File: src/hdl/mm64_pkg.sv
// ----------------------------------------------------------------------------
// mm64_pkg
// Shared constants and types for the streaming MurmurHash64A block: the
// mixing constant, the xor-shift amount and the multiplier handshake structs.
// ----------------------------------------------------------------------------
package mm64_pkg;

	localparam int unsigned WordW  = 64;
	localparam int unsigned HalfW  = 32;
	localparam int unsigned CountW = 4;
	localparam int unsigned LenW   = 31;
	localparam int unsigned SeedW  = 32;

	// Mixing multiplier and shift
	localparam logic [WordW-1:0] HashM = 64'hc6a4a7935bd1e995;
	localparam int unsigned      HashR = 47;

	// Request from the sequencer to the multiplier
	typedef struct packed {
		logic             start;
		logic [WordW-1:0] operand;
	} mul_req_t;

	// Response from the multiplier
	typedef struct packed {
		logic             done;
		logic [WordW-1:0] product;
	} mul_rsp_t;

	// h ^ (h >> R)
	function automatic logic [WordW-1:0] xorshift(input logic [WordW-1:0] h);
		xorshift = h ^ (h >> HashR);
	endfunction

endpackage

File: src/hdl/mm64_if.sv
// ----------------------------------------------------------------------------
// mm64 channel interfaces
// Valid/ready channels for message words in and digests out.
// ----------------------------------------------------------------------------
interface mm64_in_if;
	logic        valid;
	logic        ready;
	logic [63:0] data_word;
	logic [3:0]  byte_count;
	logic        first_word;
	logic        last_word;
	logic [30:0] message_length;

	modport source (
		output valid, data_word, byte_count, first_word, last_word, message_length,
		input  ready
	);
	modport sink (
		input  valid, data_word, byte_count, first_word, last_word, message_length,
		output ready
	);
endinterface

interface mm64_out_if;
	logic        valid;
	logic        ready;
	logic [63:0] digest;

	modport source (
		output valid, digest,
		input  ready
	);
	modport sink (
		input  valid, digest,
		output ready
	);
endinterface

File: src/hdl/mm64_mul.sv
// ----------------------------------------------------------------------------
// mm64_mul
// Iterative multiply by the hash constant, modulo 2^64. One 32x32 multiplier
// is used in turn for lo*mlo and then the two cross terms into the top half.
// ----------------------------------------------------------------------------
module mm64_mul (
	input  logic               clk,
	input  logic               arst_n,
	input  mm64_pkg::mul_req_t req,
	output mm64_pkg::mul_rsp_t rsp
);
	import mm64_pkg::*;

	logic [WordW-1:0] a_q;
	logic [WordW-1:0] acc_q;
	logic [1:0]       phase_q;
	logic             run_q;
	logic             done_q;

	logic [HalfW-1:0] a_half;
	logic [HalfW-1:0] m_half;
	logic [WordW-1:0] prod;

	// Operand half selection per phase
	always_comb begin
		a_half = (phase_q == 2'd1) ? a_q[WordW-1:HalfW] : a_q[HalfW-1:0];
		m_half = (phase_q == 2'd2) ? HashM[WordW-1:HalfW] : HashM[HalfW-1:0];
		prod   = WordW'(a_half) * WordW'(m_half);
	end

	// Phase control
	always_ff @(posedge clk or negedge arst_n) begin
		if (!arst_n) begin
			run_q   <= 1'b0;
			done_q  <= 1'b0;
			phase_q <= 2'd0;
		end else begin
			done_q <= 1'b0;
			if (req.start) begin
				run_q   <= 1'b1;
				phase_q <= 2'd0;
			end else if (run_q) begin
				if (phase_q == 2'd2) begin
					run_q  <= 1'b0;
					done_q <= 1'b1;
				end
				phase_q <= phase_q + 2'd1;
			end
		end
	end

	// Operand latch and accumulator
	always_ff @(posedge clk) begin
		if (req.start) begin
			a_q <= req.operand;
		end else if (run_q) begin
			if (phase_q == 2'd0) begin
				acc_q <= prod;
			end else begin
				acc_q[WordW-1:HalfW] <= acc_q[WordW-1:HalfW] + prod[HalfW-1:0];
			end
		end
	end

	assign rsp.done    = done_q;
	assign rsp.product = acc_q;

endmodule

File: src/hdl/murmur64a_stream_hash.sv
// ----------------------------------------------------------------------------
// murmur64a_stream_hash
// Streaming MurmurHash64A over little-endian 64-bit message words.
// ----------------------------------------------------------------------------
// Usage:
//   msg  : sink channel, one word per transfer with byte count, first/last
//          marks and, on the first word, the message length.
//   hash : source channel, one digest per word marked last.
//   cfg_we/cfg_wdata : write of the signed 32-bit seed; write only while idle.
// Sequencing: every multiply by the hash constant runs on one shared unit
//   with a single 32x32 multiplier, in the steps issue, three partial
//   products and completion. A word takes one multiply if it is a first
//   word, then three if it is full or one if it is a tail word, and one
//   more if it is last; a last word then loads the output register from
//   its output state. msg.ready is low while a word is in work.
// Stall: the digest waits in its output register and the next word is still
//   taken; a following last word holds before its load until hash.ready.
// Reset: clears the sequencer, output valid, running hash and seed to zero.
// ----------------------------------------------------------------------------
module murmur64a_stream_hash (
	input  logic                     clk,
	input  logic                     arst_n,
	mm64_in_if.sink                  msg,
	mm64_out_if.source               hash,
	input  logic                     cfg_we,
	input  logic signed [31:0]       cfg_wdata
);
	import mm64_pkg::*;

	localparam logic [2:0] S_IDLE = 3'd0;
	localparam logic [2:0] S_LEN  = 3'd1;
	localparam logic [2:0] S_MIX1 = 3'd2;
	localparam logic [2:0] S_MIX2 = 3'd3;
	localparam logic [2:0] S_FOLD = 3'd4;
	localparam logic [2:0] S_FIN  = 3'd5;
	localparam logic [2:0] S_OUT  = 3'd6;

	logic [2:0]       state_q;
	logic             issued_q;
	logic [SeedW-1:0] seed_q;
	logic [WordW-1:0] h_q;
	logic [WordW-1:0] k_q;
	logic [LenW-1:0]  len_q;
	logic             full_q;
	logic             nz_q;
	logic             last_q;
	logic [WordW-1:0] fin_q;
	logic             out_valid_q;
	logic [WordW-1:0] digest_q;

	mul_req_t         mreq;
	mul_rsp_t         mrsp;
	logic             xfer;
	logic             full_in;
	logic             nz_in;
	logic [WordW-1:0] tail_word;
	logic [WordW-1:0] res_xs;

	// Next step after the seeding multiply, or straight after a transfer
	function automatic logic [2:0] route(input logic full, input logic nz, input logic last);
		if (full) begin
			route = S_MIX2 - 3'd1;
		end else if (nz) begin
			route = S_FOLD;
		end else if (last) begin
			route = S_FIN;
		end else begin
			route = S_IDLE;
		end
	endfunction

	assign xfer    = msg.valid && msg.ready;
	assign full_in = msg.byte_count[CountW-1];
	assign nz_in   = (msg.byte_count != '0);
	assign res_xs  = xorshift(mrsp.product);

	// Keep only the valid low bytes of a tail word
	always_comb begin
		tail_word = '0;
		for (int i = 0; i < 8; i++) begin
			if (msg.byte_count[2:0] > 3'(i)) begin
				tail_word[i*8 +: 8] = msg.data_word[i*8 +: 8];
			end
		end
	end

	// Multiplier request: issue once on entry to each multiply state
	always_comb begin
		mreq.start   = 1'b0;
		mreq.operand = k_q;
		if (!issued_q) begin
			case (state_q)
				S_LEN: begin
					mreq.start   = 1'b1;
					mreq.operand = {{(WordW-LenW){1'b0}}, len_q};
				end
				S_MIX1, S_MIX2: begin
					mreq.start   = 1'b1;
					mreq.operand = k_q;
				end
				S_FOLD: begin
					mreq.start   = 1'b1;
					mreq.operand = h_q ^ k_q;
				end
				S_FIN: begin
					mreq.start   = 1'b1;
					mreq.operand = xorshift(h_q);
				end
				default: begin
					mreq.start = 1'b0;
				end
			endcase
		end
	end

	mm64_mul u_mul (
		.clk    (clk),
		.arst_n (arst_n),
		.req    (mreq),
		.rsp    (mrsp)
	);

	// Sequencer and running hash
	always_ff @(posedge clk or negedge arst_n) begin
		if (!arst_n) begin
			state_q  <= S_IDLE;
			issued_q <= 1'b0;
			h_q      <= '0;
			seed_q   <= '0;
		end else begin
			if (cfg_we) begin
				seed_q <= cfg_wdata;
			end
			if (mreq.start) begin
				issued_q <= 1'b1;
			end
			case (state_q)
				S_IDLE: begin
					if (xfer) begin
						state_q <= msg.first_word ? S_LEN
							: route(full_in, nz_in, msg.last_word);
					end
				end
				S_LEN: begin
					if (issued_q && mrsp.done) begin
						issued_q <= 1'b0;
						h_q      <= {{(WordW-SeedW){seed_q[SeedW-1]}}, seed_q} ^ mrsp.product;
						state_q  <= route(full_q, nz_q, last_q);
					end
				end
				S_MIX1: begin
					if (issued_q && mrsp.done) begin
						issued_q <= 1'b0;
						state_q  <= S_MIX2;
					end
				end
				S_MIX2: begin
					if (issued_q && mrsp.done) begin
						issued_q <= 1'b0;
						state_q  <= S_FOLD;
					end
				end
				S_FOLD: begin
					if (issued_q && mrsp.done) begin
						issued_q <= 1'b0;
						h_q      <= mrsp.product;
						state_q  <= last_q ? S_FIN : S_IDLE;
					end
				end
				S_FIN: begin
					if (issued_q && mrsp.done) begin
						issued_q <= 1'b0;
						state_q  <= S_OUT;
					end
				end
				S_OUT: begin
					if (!out_valid_q || hash.ready) begin
						state_q <= S_IDLE;
					end
				end
				default: begin
					state_q <= S_IDLE;
				end
			endcase
		end
	end

	// Item payload and mixed-word register
	always_ff @(posedge clk) begin
		if (xfer) begin
			k_q    <= full_in ? msg.data_word : tail_word;
			len_q  <= msg.message_length;
			full_q <= full_in;
			nz_q   <= nz_in;
			last_q <= msg.last_word;
		end else if (issued_q && mrsp.done) begin
			if (state_q == S_MIX1) begin
				k_q <= res_xs;
			end else if (state_q == S_MIX2) begin
				k_q <= mrsp.product;
			end else if (state_q == S_FIN) begin
				fin_q <= res_xs;
			end
		end
	end

	// Output register
	always_ff @(posedge clk or negedge arst_n) begin
		if (!arst_n) begin
			out_valid_q <= 1'b0;
		end else if (state_q == S_OUT && (!out_valid_q || hash.ready)) begin
			out_valid_q <= 1'b1;
		end else if (hash.ready) begin
			out_valid_q <= 1'b0;
		end
	end

	always_ff @(posedge clk) begin
		if (state_q == S_OUT && (!out_valid_q || hash.ready)) begin
			digest_q <= fin_q;
		end
	end

	assign msg.ready   = (state_q == S_IDLE);
	assign hash.valid  = out_valid_q;
	assign hash.digest = digest_q;

endmodule

File: src/flat_wrapper.sv
// flat-port wrapper written by rule: the top's interface ports become plain ports
module murmur64a_stream_hash_flat import mm64_pkg::*;
  (clk, arst_n, cfg_we, cfg_wdata, msg_valid, msg_data_word, msg_byte_count, msg_first_word, msg_last_word, msg_message_length, msg_ready, hash_valid, hash_digest, hash_ready);
  mm64_in_if msg_i ();
  mm64_out_if hash_i ();
  input  logic clk;
  input  logic arst_n;
  input  logic cfg_we;
  input  logic signed [31:0] cfg_wdata;
  input wire logic [$bits(msg_i.valid)-1:0] msg_valid;
  input wire logic [$bits(msg_i.data_word)-1:0] msg_data_word;
  input wire logic [$bits(msg_i.byte_count)-1:0] msg_byte_count;
  input wire logic [$bits(msg_i.first_word)-1:0] msg_first_word;
  input wire logic [$bits(msg_i.last_word)-1:0] msg_last_word;
  input wire logic [$bits(msg_i.message_length)-1:0] msg_message_length;
  output wire logic [$bits(msg_i.ready)-1:0] msg_ready;
  output wire logic [$bits(hash_i.valid)-1:0] hash_valid;
  output wire logic [$bits(hash_i.digest)-1:0] hash_digest;
  input wire logic [$bits(hash_i.ready)-1:0] hash_ready;
  assign msg_i.valid = msg_valid;
  assign msg_i.data_word = msg_data_word;
  assign msg_i.byte_count = msg_byte_count;
  assign msg_i.first_word = msg_first_word;
  assign msg_i.last_word = msg_last_word;
  assign msg_i.message_length = msg_message_length;
  assign msg_ready = msg_i.ready;
  assign hash_valid = hash_i.valid;
  assign hash_digest = hash_i.digest;
  assign hash_i.ready = hash_ready;
  murmur64a_stream_hash u_core (.clk(clk), .arst_n(arst_n), .msg(msg_i), .hash(hash_i), .cfg_we(cfg_we), .cfg_wdata(cfg_wdata));
endmodule
File: config.mk
export PLATFORM = sky130hd
export DESIGN_NAME = murmur64a_stream_hash_flat
export DESIGN_NICKNAME = d
export VERILOG_FILES = /design/src/hdl/mm64_pkg.sv /design/src/hdl/mm64_if.sv /design/src/hdl/mm64_mul.sv /design/src/hdl/murmur64a_stream_hash.sv /design/src/flat_wrapper.sv
export SDC_FILE = /design/constraint.sdc
export NUM_CORES = 2
export LEC_CHECK = 0
export BUFFER_PORTS_ARGS = -buffer_cell sky130_fd_sc_hd__buf_2
export CORE_MARGIN = 4
export CORE_UTILIZATION = 64
export CTS_CLUSTER_SIZE = 20
export DETAILED_ROUTE_END_ITERATION = 10
export GPL_TIMING_DRIVEN = 0
export HOLD_SLACK_MARGIN = 0.15
export MAX_ROUTING_LAYER = met4
export PLACE_DENSITY = 0.89
export SYNTH_ARGS = -nofsm -noshare
export SYNTH_HDL_FRONTEND = slang
export SYNTH_HIERARCHICAL = 1
export SYNTH_SLANG_ARGS = --single-unit
File: constraint.sdc
create_clock -name clk -period 13.5 [get_ports clk]
set_clock_uncertainty 0.1 [all_clocks]
set_input_delay 2.025 -clock clk [delete_from_list [all_inputs] [get_ports clk]]
set_output_delay 2.025 -clock clk [all_outputs]
set_load 0.1 [all_outputs]
==> flow_metrics.py <==
metrics = {
    "synthesis": {
        "ys_warn_count": 6,
        "synth_top_area_share_pct": 26.8,
        "yosysTopAreaCell": "fa_1",
        "synth_cell_types": 87,
        "syn_nets": 5404,
        "syn-instance-count": 4213,
        "yosysSeqAreaShare_pct": 29.1,
        "synthTopCellsByArea": "fa_1 (27%), edfxtp_1 (23%), ha_1 (12%)",
        "netlist_area_um2": 45600,
        "synth_edf_count": 354,
        "synthFlopType": "edfxtp_1",
        "ys_ff_latch": 459,
        "ys_async_sr_fraction_pct": 22.9,
        "synth_area_per_cell_um2": 10.8,
    },
    "place": {
        "placedInstanceArea_um2": 48100,
        "io_buffers": 202,
        "routabilityCongestion": 1.03,
        "dp_hpwl_mm": 121,
        "dp.cells": 5369,
    },
    "grt": {
        "overflow": 0,
        "grt_pass1_vias": 35501,
        "grt_max_degree": 59,
        "grtUsageTotal_pct": 40.7,
        "grt_pass1_wl_mm": 219,
        "antenna_found_initial": 4,
    },
    "layout": {
        "stdcell_count": 5450,
        "fillers": 5082,
        "final_common_cell": "inv_1",
        "area_delta_synth_final_pct": 8.39,
        "drive_above_1_share_pct": 9.35,
        "multi_input_area_um2": 28700,
        "seq_area_um2": 13300,
        "final_nets": 5662,
        "mostFrequentLayoutCells": "inv_1 (803), fa_1 (611), ha_1 (442)",
        "finish.utilization_pct": 70.3,
        "final_area_um2": 49400,
    },
    "worst_setup_path": {
        "crit_path_max_incr_delay_ns": 0.76,
        "path_max_fanout": 10,
        "cp-start-kind": "flop",
        "cpMostUsedCell": "inv_1",
        "cp_data_required_time_ns": 13.70,
        "end_kind": "flop",
        "critPathArrivalTime_ns": 12.65,
        "slowest_stage": "buf_1",
        "critPathKind": "flop to flop",
    },
    "clock_tree": {
        "ctsHoldBuffers": 0,
        "post-cts-setup-buffer-count": 0,
        "cts_resized": 0,
        "cts.path.max_buffers": 3,
        "clockRootBuffer": "clkbuf_16",
        "cts.sinks": 459,
        "path_clk_slew_ns": 0.07,
        "cts_buffers": 40,
        "clk_latency_ns": 0.56,
        "htree_levels": 2,
        "cts_tree": "done",
    },
    "hold_path": {
        "hold_path_class": "flop to flop",
    },
    "route": {
        "ant_nets": 0,
        "routed_wl_mm": 146,
        "dr.pass1.iters": 9,
        "vias_per_cell": 6.31,
        "vias": 34399,
        "wl_per_cell_um": 26.8,
        "drtIter0Drc": 4954,
        "drc": 0,
    },
    "timing": {
        "fin_setup_tns_ns": 0,
        "fin_crit_sh_pct": 92.3,
        "period_needed_ns": 12.45,
        "hold_violations": 0,
        "worst_pin_slew_ns": 1.38,
        "rsz0062_at_grt": "no",
        "setup_viol": 0,
        "slew_violations": 0,
        "fmax_mhz": 80.3,
        "slew_headroom_pct": 5.33,
    },
    "floorplan": {
        "die_w_um": 275,
        "core_area_um2": 70300,
        "ios": 204,
        "die_h_um": 275,
        "start_util_pct": 64.9,
        "num_rows": 97,
        "dieArea_um2": 75500,
    },
    "run": {
        "cap_violations": 0,
    },
    "outcome": {
        "status": "complete, no violations",
    },
}
[cell families (layout without fill, tap and decap cells)]
kind of cell,Yosys count,in the layout,share of synthesized area [%]
AOI/OAI and AO/OA,768,768,10.8
xor gates and xnor gates,237,237,4.58
adders and majority gates,1053,1053,39.0
DFF,459,459,29.1
muxes,77,77,1.82
and+or+nand+nor,667,667,6.61
other,1,8,0.00823
buffers and inverters,951,1241,8.12
[Yosys cell counts, types with 9 or more instances]
cell type / n
mux2_2: 46
clkbuf_1: 89
nand2b_1: 25
fa_1: 611
and2_1: 13
edfxtp_1: 354
o21ai_0: 199
a31oi_1: 28
mux2i_1: 31
a21oi_1: 226
nand3_1: 12
a21o_1: 82
nand4_1: 19
nand2_1: 224
nor2_1: 254
ha_1: 442
nor2b_1: 12
a32o_1: 33
inv_1: 804
dfrtp_1: 105
o21a_1: 10
nor3b_1: 19
a211oi_1: 14
a221oi_1: 22
xor2_1: 151
or2_2: 9
buf_4: 10
a21oi_2: 9
a22o_1: 35
xnor2_1: 85
buf_2: 26
o21bai_1: 23
and3_1: 27
o211ai_1: 13
nor3_1: 19
[through the flow]
step	setup WS, ns	hold slack, ns
5_1_grt	0.551	0.324
3_3_place_gp	1.18	0.302
4_1_cts	1.34	0.318
2_1_floorplan	3.63	0.300
6_report	1.05	0.318
3_5_place_dp	1.38	0.305
[critical path: cells and delay by family, from the launching register on]
family	cells	cell delay [ns]
AOI/OAI and AO/OA	12	2.64
xor gates and xnor gates	2	0.80
muxes	1	0.73
DFF	1	0.42
buffers and inverters	13	2.77
and+or+nand+nor	3	0.46
adders and majority gates	11	4.25
[cell type report]
| cell class | count | area share (%) |
|---|---|---|
| multi-input cells | 2803 | 58.0 |
| inverters | 810 | 6.15 |
| well taps | 940 | 2.38 |
| clock inverters | 17 | 0.304 |
| diodes | 7 | 0.0355 |
| plain buffers | 141 | 1.33 |
| flip-flops and latches | 459 | 26.8 |
| clock buffers | 57 | 2.32 |
| repair buffers | 216 | 2.59 |
[worst paths after layout]
| path | to | startpoint | slack [ns] | depth (start not counted) |
|---|---|---|---|---|
| max | u_core/u_mul/acc_q[60] | u_core/u_mul/phase_q[1] | 1.05 | 42 |
| min | u_core/hash.digest[20] | u_core/fin_q[20] | 0.32 | 0 |
| max reg2reg | u_core/u_mul/acc_q[60] | u_core/u_mul/phase_q[1] | 1.05 | 42 |
| min reg2reg | u_core/hash.digest[20] | u_core/fin_q[20] | 0.32 | 0 |
| max in group asynchronous | u_core/h_q[1] | arst_n | 11.03 | 2 |
| min in group asynchronous | u_core/seed_q[21] | arst_n | 1.48 | 1 |
[sequential cells by signal (all words and copies together) (netlist names), 2 cells and up, named ones only]
name,cells
u_core/u_mul/phase_q,2
u_core/hash.digest,64
u_core/len_q,31
u_core/h_q,64
u_core/u_mul/a_q,64
u_core/state_q,3
u_core/k_q,64
u_core/fin_q,64
u_core/seed_q,32
u_core/u_mul/acc_q,64
[layer usage]
layer / routed length, um / track usage (%) / vias to the layer above
met2: 63600 / 58.7 / 2407
li1: - / - / 14445
met3: 18700 / 10.8 / 536
met4: 9270 / 19.0 / 0
met1: 54600 / 54.4 / 17011
met5: 0 / - / -
Power is not shown: default switching activity piles up to over one toggle a cycle in this logic, so the estimate is an artifact.
